--- src/rtl/hwcc_pkg.sv ---
// shared constants, types and helper functions of the hex cell lookup
`default_nettype none
package hwcc_pkg;

	localparam int POS_FRAC = 8;
	localparam int COEF_FRAC = 20;
	localparam int SUM_FRAC = POS_FRAC + COEF_FRAC;
	localparam int DIV_STEPS = 18;

	localparam logic [13:0] COEF_Q = 14'd13981;
	localparam logic [12:0] COEF_RX = 13'd6991;
	localparam logic [13:0] COEF_RY = 14'd12108;

	localparam logic signed [32:0] LAYER_HALF = 33'sd12800;
	localparam logic signed [23:0] LAYER_BIAS = 24'sd6553600;
	localparam logic [24:0] LAYER_RECIP = 25'd21474837;
	localparam logic signed [20:0] LAYER_OFS = 21'sd262144;

	localparam logic [12:0] CHUNK_RESET = 13'd16;
	localparam logic [2:0] ADDR_CHUNK_SIZE = 3'd0;

	typedef struct packed {
		logic signed [20:0] val;
		logic [27:0] err;
	} rnd_t;

	typedef struct packed {
		logic [12:0] rem;
		logic [17:0] nq;
	} dstep_t;

	typedef struct packed {
		logic signed [18:0] cell_q;
		logic signed [18:0] cell_r;
		logic signed [17:0] layer;
		logic [12:0] dsr;
		logic neg_q;
		logic neg_r;
		logic [12:0] q_rem;
		logic [12:0] r_rem;
		logic [17:0] q_nq;
		logic [17:0] r_nq;
	} div_item_t;

	function automatic rnd_t round_half_up(input logic signed [48:0] v);
		logic signed [48:0] t;
		logic [27:0] frac;
		rnd_t res;
		t = v + 49'sd134217728;
		frac = t[27:0];
		res.val = t[48:28];
		res.err = frac[27] ? {1'b0, frac[26:0]} : 28'd134217728 - frac;
		return res;
	endfunction

	function automatic logic signed [18:0] sat19(input logic signed [21:0] v);
		if (v > 22'sd262143) begin
			return 19'sd262143;
		end else if (v < -22'sd262144) begin
			return -19'sd262144;
		end
		return v[18:0];
	endfunction

	function automatic logic signed [17:0] sat18(input logic signed [20:0] v);
		if (v > 21'sd131071) begin
			return 18'sd131071;
		end else if (v < -21'sd131072) begin
			return -18'sd131072;
		end
		return v[17:0];
	endfunction

	function automatic dstep_t div_step(input logic [12:0] rem, input logic [17:0] nq,
			input logic [12:0] dsr);
		logic [13:0] t;
		logic [13:0] d;
		logic ge;
		dstep_t res;
		t = {rem, nq[17]};
		d = t - {1'b0, dsr};
		ge = t >= {1'b0, dsr};
		res.rem = ge ? d[12:0] : t[12:0];
		res.nq = {nq[16:0], ge};
		return res;
	endfunction

endpackage
`default_nettype wire

--- src/rtl/hwcc_div_cell.sv ---
// one restoring division step on both chunk lanes, registered
`default_nettype none
module hwcc_div_cell (
	input  wire logic                     clk,
	input  wire logic                     arst_n,
	input  wire logic                     in_valid,
	output logic                          in_ready,
	input  wire hwcc_pkg::div_item_t      in_item,
	output logic                          out_valid,
	input  wire logic                     out_ready,
	output hwcc_pkg::div_item_t           out_item
);
	import hwcc_pkg::*;

	logic valid_q;
	div_item_t item_q;
	div_item_t next_item;
	dstep_t q_step, r_step;

	assign in_ready = !valid_q || out_ready;
	assign q_step = div_step(in_item.q_rem, in_item.q_nq, in_item.dsr);
	assign r_step = div_step(in_item.r_rem, in_item.r_nq, in_item.dsr);

	always_comb begin
		next_item = in_item;
		next_item.q_rem = q_step.rem;
		next_item.q_nq = q_step.nq;
		next_item.r_rem = r_step.rem;
		next_item.r_nq = r_step.nq;
	end

	always_ff @(posedge clk or negedge arst_n) begin
		if (!arst_n) begin
			valid_q <= 1'b0;
		end else if (in_ready) begin
			valid_q <= in_valid;
		end
	end

	always_ff @(posedge clk) begin
		if (in_ready) begin
			item_q <= next_item;
		end
	end

	assign out_valid = valid_q;
	assign out_item = item_q;

endmodule
`default_nettype wire

--- config.mk ---
export PLATFORM = sky130hd
export DESIGN_NAME = hwcc_div_cell
export DESIGN_NICKNAME = d
export VERILOG_FILES = /design/src/rtl/hwcc_pkg.sv /design/src/rtl/hwcc_div_cell.sv
export SDC_FILE = /design/constraint.sdc
export NUM_CORES = 1
export LEC_CHECK = 0
export ABC_AREA = 1
export ABC_CLOCK_PERIOD_IN_PS = 4200
export BUFFER_PORTS_ARGS = -buffer_cell sky130_fd_sc_hd__buf_4
export CELL_PAD_IN_SITES_DETAIL_PLACEMENT = 0
export CELL_PAD_IN_SITES_GLOBAL_PLACEMENT = 1
export CORE_ASPECT_RATIO = 0.9
export CORE_MARGIN = 10
export CORE_UTILIZATION = 36
export CTS_CLUSTER_SIZE = 25
export DETAILED_ROUTE_END_ITERATION = 10
export PLACE_DENSITY_LB_ADDON = 0.1
export REMOVE_ABC_BUFFERS = 1
export SETUP_SLACK_MARGIN = 0.3
export SLEW_MARGIN = 30
export SYNTH_ARGS = -nofsm -noshare
export SYNTH_HDL_FRONTEND = slang
export SYNTH_SLANG_ARGS = --single-unit
--- constraint.sdc ---
create_clock -name clk -period 4.2 [get_ports clk]
set_input_delay 0.21 -clock clk [delete_from_list [all_inputs] [get_ports clk]]
set_output_delay 0.21 -clock clk [all_outputs]
set_load 0.02 [all_outputs]
### Yosys cells after proc, flatten, opt, wreduce, memory -nomap -nowiden

Cells that the tools add are included.

| word-level totals | value |
|---|---|
| flip-flop bits (word level) | 134 |
| input port bits | 137 |
| word-level logic and storage cells | 19 |

| operators by class | value |
|---|---|
| add/sub/neg operators | 2 |
| order comparisons | 2 |
| muxes and demuxes | 2 |
| reduce and logical (&&, ||, !) cells | 2 |

Operators with widths:

| cell | count |
|---|---|
| greater-or-equal comparator 14 x 13 -> 1 bit | 2 |
| two-way mux 13 bit | 2 |
| subtractor 13 bit | 2 |
| zero test 1 bit | 1 |
| logical OR 1 bit | 1 |

### Depth between registers and ports, before layout

| logic depth | value |
|---|---|
| word-level depth | 2 |
| gate-level depth with buffers | 13 |

### Worst setup path after synthesis

No wires, ideal clock.

| timing path | value |
|---|---|
| kind | register to register |
| start | register valid_q (netlist: out_valid) |
| end | register item_q (netlist bit out_item[0]), enable pin |
| library setup time | 1.195 ns |
| data arrival time | 2.761 ns |
| path slack | 0.244 ns |
| cell stages (with the launch flop) | 2 |
| buffers on the path | 0 |
| period minus slack after synthesis | 3.956 ns |
| cells stage by stage | dfrtp_1 -> nand2_1 |

| between the ends | value |
|---|---|
| word-level cells in the longest chain between the ends | 2 |

RTL lines:

| what | line | text |
|---|---|---|
| start: declaration | hwcc_div_cell.sv:15 | `logic valid_q;` |
| start signal: assignment | hwcc_div_cell.sv:36 | `valid_q <= in_valid;` |
| zero test 1 bit | hwcc_div_cell.sv:20 | `assign in_ready = !valid_q \|\| out_ready;` |
| logical OR 1 bit | hwcc_div_cell.sv:20 |  |
| via in_ready | hwcc_div_cell.sv:7 | `output logic in_ready,` |
| end signal: assignment | hwcc_div_cell.sv:42 | `item_q <= next_item;` |
| end: declaration | hwcc_div_cell.sv:16 | `div_item_t item_q;` |

The timed path passes the listed nets, and every way through them passes these cells.
A chain may end at the register's enable or synchronous reset.

==> reports/summary.txt <==
CP arrival: 2.64 ns
Largest net degree at the start of global routing: 96
Required time worst endpoint: 4.35 ns
Relative slew slack: 61.0%
Setup crit start kind: primary input
FF-to-FF path depth: 2
Seq/Total Area, Yosys: 64.2%
Largest family of logic cells by synthesized area: simple AND/OR/NAND/NOR gates
CP endpoint: out_item[49]
Power Density: 391 mW/mm²
Post-synth top flop: edfxtp_1
Post-DRT Antenna Nets: 0
Rows: 45
Worst Max-Slew Pin Slew: 0.585 ns
Core ar.: 0.0169 mm²
Critical Path Source: in_item[64]
Post-cts resize count: 0
Initial antenna violation count: 0
Clock sink count: 134
Post-synthesis mux area share: 0%
Layout Utilization: 60.2%
Area leader, netlist: edfxtp_1
Vias in the first global route: 5492
Clk root buf: clkbuf_16
Top cells by area, synth: edfxtp_1 (64%), nand2_1 (9.5%), inv_1 (6.2%), ha_1 (5.2%), nand3_1 (2.1%)
Die extent in x: 159 µm
Initial Util: 37.0%
CTS Buf Count: 17
Mean area per synthesized cell: 11.3 µm²
Max Clk Rate: 0.402 GHz
GRT Total Usage: 18.6%
Avg WL per Cell: 18.3 µm
Most frequent CP cell: nand2_1
Period utilisation layout: 59.3%
Total congestion overflow: 0
Status: complete, no violations
Crit path time final: 2.49 ns
DP HPWL: 16400 µm
Layout fillers: 1402
Worst IR drop on VDD: 0.000293 V
Reg2reg start: out_valid
CTS tree: built
CP Class: in -> reg
Via density: 4.44
Die Y: 145 µm
CP peak stage delay: 0.52 ns
Die footprint: 0.0231 mm²
Lkg Pwr: 0.00491 µW
RePlAce Congestion: 0.840
Post-synth EDFFs: 133
CTS Buffer Depth: 2
CTS clk-pin slew, worst paths: 0.06 ns
Tightest hold margin: 0.118 ns
Seq cells post-synth: 134
Compound-Gate Fraction of Synth Area: 2.24%
Worst reg2reg path endpoint: out_item[62]
MaxCap Viol Count: 0
Top cells by count, synth: nand2_1 (158), edfxtp_1 (133), inv_1 (104)
XOR/XNOR Fraction of Synth Area: 1.68%
RSZ-0062 raised after global routing: no
First-pass GRT wire length: 33500 µm
Synthesized area: 0.00626 mm²
Post-synthesis cell type count: 24
Final setup fails: 0
Synth Area in Adders: 5.83%
Synth warn: 0
# DRC: 0
CP max-delay cell: dlygate4sd3_1
Setup TNS: 0 ns
Nets@finish: 1113
DRT Wirelength: 21900 µm
Router iterations before antenna repair: 4
Critical path capture point type: flop
Buffers on Ports: 271
H-tree Lvls: 4
Flop2flop setup slack: 2.43 ns
Max FO, Critical Path: 21
Synth top area share: 63.8%
Num ports: 272
Gate Count Post-Synth: 556
DRT iter0 DRCs: 284
Final Hold Viols: 0
Share of layout cells above drive strength 1: 35.2%
Worst Skew: 0.00705 ns
Vias: 5313
Clock Latency Late Sink: 0.41 ns
Post-synthesis async set-or-reset flop share: 0.746%
Post-synthesis simple-gate area fraction: 19.0%
Critical path cell sequence: dlygate4sd3_1, buf_4, ha_1, inv_1, fa_1, nand2_1, nand2_1, nand3_1, nand2_1, nand2_4, nand3_2, nand2_1, o21ai_1
Worst hold-check path type: in -> async
Antenna cells: 0
Area Overhead vs Synth: 63.0%
Slew Limit Fails: 0
Most frequent cell after synthesis: nand2_1
## what timing repair did
item / CTS / global route
hold buffers: 107 / 0
endpoints found under the setup margin: 0 / 0
hold endpoints to repair: 107 / 0
setup buffers: 0 / 0
## logic make-up after synthesis
family          Yosys count
compound gates           22
xor+xnor                 12
fa+ha+maj                28
buf+inv                 110
flops                   134
simple gates            250
## per-layer routing
metal  vias up  routed length [µm]  GRT usage [%]
met4         0                 187           4.21
li1       2632                   -              -
met2       204               10700           31.1
met5         -                   0              0
met3        11                1510           6.33
met1      2466                9460           22.8
## cell usage in the layout, fill, tap and decap left out, types with 2 or more instances in the layout
master / synthesis / layout
a21oi_1: 6 / 6
a21oi_4: 2 / 2
buf_4: 0 / 271
clkbuf_16: 0 / 17
clkinvlp_4: 0 / 4
dlygate4sd3_1: 0 / 107
edfxtp_1: 133 / 133
fa_1: 2 / 2
ha_1: 26 / 26
inv_1: 104 / 104
inv_6: 0 / 4
inv_8: 0 / 3
nand2_1: 158 / 157
nand2_2: 6 / 6
nand2_4: 2 / 3
nand3_1: 26 / 26
nand3_2: 10 / 10
nand4_1: 20 / 20
nand4_4: 2 / 2
nor2_1: 16 / 16
nor2_2: 6 / 6
nor2_4: 2 / 2
o21ai_1: 12 / 12
o21ai_2: 2 / 2
xor2_1: 12 / 12
## stage by stage
step | cell area (µm²) | std cells | power (µW) | setup WS [ns]
2_1_floorplan | 6210 | 550 | 2120 | 0.244
3_3_place_gp | 8560 | 1057 | 2490 | 1.81
3_5_place_dp | 8560 | 1057 | 2500 | 1.73
4_1_cts | 10200 | 1196 | 4050 | 1.72
5_1_grt | 10200 | 1196 | 4180 | 1.49
6_report | 10200 | 1196 | 3990 | 1.71
## where the power goes
group | internal (µW) | switching (µW)
clock network | 833 | 605
registers | 1620 | 37.6
logic | 396 | 502
## registers in the layout (all words and copies together), names as in the netlist
signal and count:
out_valid 1, out_item 133
## area by class of cell
cell class                 instances  area (µm²)  area share, %
inverter                         104         390           3.82
clock inverter                    14         143           1.40
clock buffer                      18         429           4.20
multi-input combinational        312        1810           17.7
timing repair buffer             379        3130           30.6
sequential                       134        4020           39.4
tap                              235         294           2.88
## worst max-delay path: cells and delay by family
kind            cells  cell delay, ns
buf+inv             3            0.71
compound gates      1            0.08
fa+ha+maj           2            0.59
simple gates        7            1.04
## worst min-delay path by stage
| stage | slack (ns) | endpoint |
|---|---|---|
| detailed placement | -0.01 | out_valid |
| global placement | -0.01 | out_valid |
| finish | 0.12 | out_valid |
| floorplan | -0.09 | out_valid |
| global route | 0.11 | out_valid |
| CTS | 0.09 | out_valid |
Note: power is estimated with default switching activity, not from simulation.
