## config.mk

```make
export PLATFORM = sky130hd
export DESIGN_NAME = hwcc_front
export DESIGN_NICKNAME = d
export VERILOG_FILES = /design/src/rtl/hwcc_pkg.sv /design/src/rtl/hwcc_front.sv
export SDC_FILE = /design/constraint.sdc
export NUM_CORES = 2
export LEC_CHECK = 0
export ABC_AREA = 0
export ABC_CLOCK_PERIOD_IN_PS = 16100
export BUFFER_PORTS_ARGS = -buffer_cell sky130_fd_sc_hd__buf_2
export CORE_ASPECT_RATIO = 0.75
export CORE_MARGIN = 2
export CORE_UTILIZATION = 50
export DETAILED_ROUTE_END_ITERATION = 8
export GPL_TIMING_DRIVEN = 0
export PLACE_DENSITY = 0.67
export SETUP_SLACK_MARGIN = 0.1
export SLEW_MARGIN = 20
export SYNTH_ARGS = -nofsm -noshare
export SYNTH_HDL_FRONTEND = slang
export SYNTH_SLANG_ARGS = --single-unit
```

## constraint.sdc

```tcl
create_clock -name clk -period 16.1 [get_ports clk]
set_input_delay 0.805 -clock clk [delete_from_list [all_inputs] [get_ports clk]]
set_output_delay 0.805 -clock clk [all_outputs]
set_load 0.005 [all_outputs]
```

## src/rtl/hwcc_pkg.sv

```systemverilog
// shared constants, types and helper functions of the hex cell lookup
`default_nettype none
package hwcc_pkg;

	localparam int POS_FRAC = 8;
	localparam int COEF_FRAC = 20;
	localparam int SUM_FRAC = POS_FRAC + COEF_FRAC;
	localparam int DIV_STEPS = 18;

	localparam logic [13:0] COEF_Q = 14'd13981;
	localparam logic [12:0] COEF_RX = 13'd6991;
	localparam logic [13:0] COEF_RY = 14'd12108;

	localparam logic signed [32:0] LAYER_HALF = 33'sd12800;
	localparam logic signed [23:0] LAYER_BIAS = 24'sd6553600;
	localparam logic [24:0] LAYER_RECIP = 25'd21474837;
	localparam logic signed [20:0] LAYER_OFS = 21'sd262144;

	localparam logic [12:0] CHUNK_RESET = 13'd16;
	localparam logic [2:0] ADDR_CHUNK_SIZE = 3'd0;

	typedef struct packed {
		logic signed [20:0] val;
		logic [27:0] err;
	} rnd_t;

	typedef struct packed {
		logic [12:0] rem;
		logic [17:0] nq;
	} dstep_t;

	typedef struct packed {
		logic signed [18:0] cell_q;
		logic signed [18:0] cell_r;
		logic signed [17:0] layer;
		logic [12:0] dsr;
		logic neg_q;
		logic neg_r;
		logic [12:0] q_rem;
		logic [12:0] r_rem;
		logic [17:0] q_nq;
		logic [17:0] r_nq;
	} div_item_t;

	function automatic rnd_t round_half_up(input logic signed [48:0] v);
		logic signed [48:0] t;
		logic [27:0] frac;
		rnd_t res;
		t = v + 49'sd134217728;
		frac = t[27:0];
		res.val = t[48:28];
		res.err = frac[27] ? {1'b0, frac[26:0]} : 28'd134217728 - frac;
		return res;
	endfunction

	function automatic logic signed [18:0] sat19(input logic signed [21:0] v);
		if (v > 22'sd262143) begin
			return 19'sd262143;
		end else if (v < -22'sd262144) begin
			return -19'sd262144;
		end
		return v[18:0];
	endfunction

	function automatic logic signed [17:0] sat18(input logic signed [20:0] v);
		if (v > 21'sd131071) begin
			return 18'sd131071;
		end else if (v < -21'sd131072) begin
			return -18'sd131072;
		end
		return v[17:0];
	endfunction

	function automatic dstep_t div_step(input logic [12:0] rem, input logic [17:0] nq,
			input logic [12:0] dsr);
		logic [13:0] t;
		logic [13:0] d;
		logic ge;
		dstep_t res;
		t = {rem, nq[17]};
		d = t - {1'b0, dsr};
		ge = t >= {1'b0, dsr};
		res.rem = ge ? d[12:0] : t[12:0];
		res.nq = {nq[16:0], ge};
		return res;
	endfunction

endpackage
`default_nettype wire

```

## src/rtl/hwcc_front.sv

```systemverilog
// front pipeline: axial products, cube rounding, layer and divider setup
`default_nettype none
module hwcc_front (
	input  wire logic                     clk,
	input  wire logic                     arst_n,
	input  wire logic                     in_valid,
	output logic                          in_ready,
	input  wire logic signed [31:0]       world_x,
	input  wire logic signed [31:0]       world_y,
	input  wire logic signed [31:0]       world_z,
	input  wire logic [12:0]              chunk_size,
	output logic                          out_valid,
	input  wire logic                     out_ready,
	output hwcc_pkg::div_item_t           out_item
);
	import hwcc_pkg::*;

	logic v_s1, v_s2, v_s3, v_s4;
	logic rdy_s1, rdy_s2, rdy_s3, rdy_s4;

	logic signed [46:0] pq_s1, pry_s1;
	logic signed [45:0] prx_s1;
	logic [23:0] lu_s1;
	logic signed [48:0] qv_s2, rv_s2, sv_s2;
	logic [48:0] lm_s2;
	rnd_t qr_s3, rr_s3, sr_s3;
	logic signed [17:0] layer_s3;
	div_item_t item_s4;

	logic signed [32:0] zz;
	logic signed [22:0] zsh;
	logic signed [23:0] lu;
	logic signed [20:0] lq;
	logic signed [21:0] q_fix, r_fix;
	logic signed [18:0] q_sel, r_sel;
	logic qe_max, re_max;

	assign rdy_s4 = !v_s4 || out_ready;
	assign rdy_s3 = !v_s3 || rdy_s4;
	assign rdy_s2 = !v_s2 || rdy_s3;
	assign rdy_s1 = !v_s1 || rdy_s2;
	assign in_ready = rdy_s1;

	assign zz = {world_z[31], world_z} + LAYER_HALF;
	assign zsh = zz[32:10];
	assign lu = {zsh[22], zsh} + LAYER_BIAS;
	assign lq = $signed({1'b0, lm_s2[48:29]}) - LAYER_OFS;

	assign qe_max = (qr_s3.err > rr_s3.err) && (qr_s3.err > sr_s3.err);
	assign re_max = rr_s3.err > sr_s3.err;
	assign q_fix = -{rr_s3.val[20], rr_s3.val} - {sr_s3.val[20], sr_s3.val};
	assign r_fix = -{qr_s3.val[20], qr_s3.val} - {sr_s3.val[20], sr_s3.val};

	always_comb begin
		q_sel = sat19({qr_s3.val[20], qr_s3.val});
		r_sel = sat19({rr_s3.val[20], rr_s3.val});
		if (qe_max) begin
			q_sel = sat19(q_fix);
		end else if (re_max) begin
			r_sel = sat19(r_fix);
		end
	end

	always_ff @(posedge clk or negedge arst_n) begin
		if (!arst_n) begin
			v_s1 <= 1'b0;
			v_s2 <= 1'b0;
			v_s3 <= 1'b0;
			v_s4 <= 1'b0;
		end else begin
			if (rdy_s1) v_s1 <= in_valid;
			if (rdy_s2) v_s2 <= v_s1;
			if (rdy_s3) v_s3 <= v_s2;
			if (rdy_s4) v_s4 <= v_s3;
		end
	end

	always_ff @(posedge clk) begin
		if (rdy_s1) begin
			pq_s1 <= world_x * $signed({1'b0, COEF_Q});
			pry_s1 <= world_y * $signed({1'b0, COEF_RY});
			prx_s1 <= world_x * $signed({1'b0, COEF_RX});
			lu_s1 <= lu;
		end
		if (rdy_s2) begin
			qv_s2 <= 49'(pq_s1);
			rv_s2 <= 49'(pry_s1) - 49'(prx_s1);
			sv_s2 <= 49'(prx_s1) - 49'(pq_s1) - 49'(pry_s1);
			lm_s2 <= lu_s1 * LAYER_RECIP;
		end
		if (rdy_s3) begin
			qr_s3 <= round_half_up(qv_s2);
			rr_s3 <= round_half_up(rv_s2);
			sr_s3 <= round_half_up(sv_s2);
			layer_s3 <= sat18(lq);
		end
		if (rdy_s4) begin
			item_s4.cell_q <= q_sel;
			item_s4.cell_r <= r_sel;
			item_s4.layer <= layer_s3;
			item_s4.dsr <= (chunk_size == 13'd0) ? 13'd1 : chunk_size;
			item_s4.neg_q <= q_sel[18];
			item_s4.neg_r <= r_sel[18];
			item_s4.q_rem <= 13'd0;
			item_s4.r_rem <= 13'd0;
			item_s4.q_nq <= q_sel[18] ? ~q_sel[17:0] : q_sel[17:0];
			item_s4.r_nq <= r_sel[18] ? ~r_sel[17:0] : r_sel[17:0];
		end
	end

	assign out_valid = v_s4;
	assign out_item = item_s4;

endmodule
`default_nettype wire

```

# [Word level (Yosys, flattened, before mapping)]
# Cells that the tools add are included.
[word_totals] elab_cells=112 input_bits=113 out_inout_bits=135 reg_bits=631
[classes] addsub=16 multipliers=4 reduce_logical=10 bitwise=2 mux=37 order_cmp=13
[op_table] cell="$mux 19" count=15
[op_table] cell="$add 49x29->49 const B" count=2
[op_table] cell="$mux 18" count=5
[op_table] cell="$gt 28x28->1" count=3
[op_table] cell="$sub 28x28->28 const A" count=3
[op_table] cell="$mux 27" count=3
[op_table] cell="$mul 24x25->49 const B" count=1
[op_table] cell="$sub 48x47->49" count=1
[op_table] cell="$add 47x29->48 const B" count=1
[op_table] cell="$sub 46x47->48" count=1
[op_table] cell="$sub 47x46->48" count=1
[op_table] cell="$mul 32x15->47 const B" count=1
[op_table] cell="$mul 32x14->46 const B" count=1
[op_table] cell="$mul 32x13->45 const B" count=1
[op_table] cell="$gt 22x19->1 const B" count=2
[op_table] cell="$lt 22x19->1 const B" count=2
[op_table] cell="$neg 22->22" count=2
[op_table] cell="$sub 22x22->22" count=2
[op_table] cell="$not 18->18" count=2
[op_table] cell="$add 32x15->33 const B" count=1
[op_table] cell="$add 24x23->24 const B" count=1
[op_table] cell="$gt 21x18->1 const B" count=1
[op_table] cell="$gt 21x19->1 const B" count=1
[op_table] cell="$lt 21x18->1 const B" count=1
[op_table] cell="other kinds (9)" count=28

# [Longest topological paths before layout]
[logic_depth] word_depth=12 ltp_mapped=26 mapped_depth_nobuf=26

# [Worst setup path after synthesis]
# No wires, ideal clock.
[synth_timing] path_kind="input to register" start="input port out_ready" end="register lu_s1[0] (enable)" required_time_ps=14017 path_slack_ps=8527 arrival_ps=5490 stages=2 setup_time_ps=2083 path_buffers=0 cell_sequence="nor2b_1 -> nand4_1"
[synth_between] elab_chain_len=4
[synth_rtl] item="start, declared" line="hwcc_front.sv:13" text="input wire logic out_ready,"
[synth_rtl] item="$logic_or 1x1->1" line="hwcc_front.sv:38" text="assign rdy_s4 = !v_s4 || out_ready;"
[synth_rtl] item="$logic_or 1x1->1" line="hwcc_front.sv:39" text="assign rdy_s3 = !v_s3 || rdy_s4;"
[synth_rtl] item="$logic_or 1x1->1" line="hwcc_front.sv:40" text="assign rdy_s2 = !v_s2 || rdy_s3;"
[synth_rtl] item="$logic_or 1x1->1" line="hwcc_front.sv:41" text="assign rdy_s1 = !v_s1 || rdy_s2;"
[synth_rtl] item="net in_ready" line="hwcc_front.sv:7" text="output logic in_ready,"
[synth_rtl] item="end signal, assigned" line="hwcc_front.sv:83" text="lu_s1 <= lu;"
[synth_rtl] item="end, declared" line="hwcc_front.sv:23" text="logic [23:0] lu_s1;"
# The timed path passes the listed nets, and every way through them passes these cells.
# A chain may end at the register's enable or synchronous reset.

# [Worst setup path in the final report]
[layout_timing] start="register lu_s1[13]" end="register lm_s2[48], data pin"
[layout_between] elab_chain_len=1
[layout_rtl] item="$mul 24x25->49" line="hwcc_front.sv:89" text="lm_s2 <= lu_s1 * LAYER_RECIP;"
[layout_rtl] item="end signal, assigned" line="hwcc_front.sv:89"
[layout_rtl] item="end, declared" line="hwcc_front.sv:25" text="logic [48:0] lm_s2;"
# No other way between the ends.

==> out/metrics.cfg <==
[run_status]
status=finished, final reports clean

[worst_setup_path]
rrSetupSlack_ns=7.75
crit_top_cell=fa_1
crit_type=reg -> reg
cp_top_family=adder cells
crit_path_end_kind=register
cp.arrival_ns=8.74
start_kind=register
cp_cell_sequence=inv_1 -> fa_1 -> fa_1 -> inv_1 -> ha_1 -> fa_1 -> fa_1 -> fa_1 -> inv_1 -> fa_1 -> inv_1 -> ha_1 -> a211oi_1 -> o31a_1 -> o311ai_1 -> buf_2 -> o211a_1 -> a41oi_1 -> o21ai_0 -> o211a_1 -> a311o_1 -> xnor2_1
timing.rr.end=lm_s2[48]
path_buf_inv=5
max_stage_delay_ns=0.78
cp_max_fo=9
r2r_start=lu_s1[13]
cp.required_ns=16.49
rr_worst_depth=22
crit_path_top_delay_cell=edfxtp_1

[synthesis]
synth_top_area_share_pct=26.6
synth_xor_area_share_pct=5.42
syn_area_mm2=0.0666
yosysSeqAreaShare_pct=26.8
syn-instance-count=6237
synthTopCellsByArea=edfxtp_1 (27%), fa_1 (24%), ha_1 (17%)
ys_top_cells_by_count=inv_1 (1393), ha_1 (913), fa_1 (795)
ys_warn_count=0
synthAdderAreaFrac_pct=41.0
synth.most_common_cell=inv_1
synth_compound_area_share_pct=11.0
ys.flop_type=edfxtp_1
muxShareOfSynthArea_pct=0.385
avgSynthCellArea_um2=10.7
async_flop_share_pct=0.673
post_synth_and_or_nand_nor_area_fraction_pct=6.78
synth-edff-count=590
synth_top_family_by_area=adder cells
synth.ff_latch_count=594
synth.distinct_cells=87
yosys.area.top_type=edfxtp_1

[timing]
finalHoldViolCount=0
fmax_mhz=120
setup_tns_ns=0
fin_crit_sh_pct=51.9
fin_skew_ns=0.0396
slew_headroom_pct=26.4
rsz0062_at_grt=no
worst_pin_slew_ns=1.10
min_period_ns=8.35
slew_viol_final=0
finalSetupViolations=0

[place]
port_buffers=212
finalWeightedCongestion=0.955
place_hpwl_um=139000

[clocking]
cts_tree=done
cts_buffer_depth=3
cts.sinks=594
post_cts_buffers=0
htreeDepth=3
clk_latency_ns=0.65
clkSlewWorstSetupHoldPaths_ns=0.06
cts-buffers-inserted=67
cts-root-buf=clkbuf_16

[route]
ant_nets=0
via_per_inst=5.33
remaining_drc_errors=0
routed_wl_um=161000
drtPass1Iterations=5
wl_per_cell_um=19.2
initialDrtViolationCount=3347
num_vias=44700

[grt]
grt_overflow=0
gr-usage-all-layers_pct=24.0
grt_max_degree=87
grt_pass1_wl_um=254000
antenna_found_initial=18
grt_pass1_vias=45100

[final_layout]
multi_input_area_mm2=0.0431
nFillCells=11300
seqCellArea_mm2=0.0178
syn2layout_area_growth_pct=8.96
drive_gt1_share_pct=6.39
final_util_pct=55.1
num-nets-final=8386

[hold_path]
hp-class=in -> reg
min_from=in_valid
whs_endpoint=v_s1
min_delay_path_depth=2

[floorplanning]
rows=115
dieArea_mm2=0.136
initial_core_util_pct=50.6
io-pin-count=248
die_w_um=425
core_mm2=0.132
die_y_um=320

[job]
maxCapViolations=0

[cell type report]
type	instances	share of cell area, %
multi-input cells	4166	59.5
flip-flops and latches	594	24.6
inverters	1393	7.21
well taps	1755	3.03
clock buffers	79	2.37
repair buffers	234	1.93
plain buffers	109	0.736
clock inverters	42	0.672
diodes	12	0.0414
[logic make-up after synthesis]
logic type / after synthesis
buffers and inverters: 1502
xor gates and xnor gates: 412
other: 1
DFF: 594
AOI/OAI and AO/OA: 1099
and+or+nand+nor: 896
muxes: 25
adders and majority gates: 1708
[what timing repair did]
action / in CTS / in global routing
endpoints found under the hold margin: 4 / 0
gates resized for setup: 0 / 0
hold buffers: 1 / 0
[registers in the layout, indices dropped and copies added (netlist names), 45 cells and up]
signal    cells
out_item    105
qr_s3        48
rr_s3        48
sr_s3        48
sv_s2        48
pq_s1        47
qv_s2        47
rv_s2        47
prx_s1       45
pry_s1       45
[per-layer routing]
metal | global-route usage, % | wire, µm | vias up
met4 | 5.21 | 3100 | 2
li1 | - | - | 21600
met2 | 33.7 | 64700 | 1325
met5 | 0 | 13 | -
met1 | 38.4 | 81900 | 21600
met3 | 4.07 | 11500 | 163
[layout by cell type (no fill, tap or decap), types with 56 or more instances in the layout]
cell and n:
a21o_1 193, a21oi_1 287, buf_2 223, clkbuf_1 81, clkbuf_16 67, edfxtp_1 590, fa_1 795, ha_1 913
inv_1 1392, nand2_1 196, nand3_1 91, nor2_1 212, nor3_1 56, o21ai_0 187, xnor2_1 322, xor2_1 90
[how the worst max path moves through the flow]
stage / startpoint / endpoint / slack, ns / cells past startpoint
detailed placement: world_x[31] / prx_s1[45] / 7.76 / 20
global route: lu_s1[23] / lm_s2[48] / 7.58 / 21
finish: lu_s1[13] / lm_s2[48] / 7.75 / 22
floorplan: out_ready / lu_s1[0] / 8.53 / 2
global placement: out_ready / lu_s1[23] / 5.35 / 3
CTS: lu_s1[23] / lm_s2[48] / 7.90 / 21
[through the flow]
step                setup WS (ns)  hold WS (ns)  area [µm²]  cells
floorplan                    8.53         0.400       66700   6262
global placement             5.35         0.406       70000   8229
detailed placement           7.76         0.405       70300   8250
CTS                          7.90         0.346       72500   8372
global route                 7.58         0.376       72600   8378
finish                       7.75         0.382       72600   8384
Power is left out: the tool's default activity adds up to more than one toggle a clock period on the data nets, which glitch-free logic cannot reach.
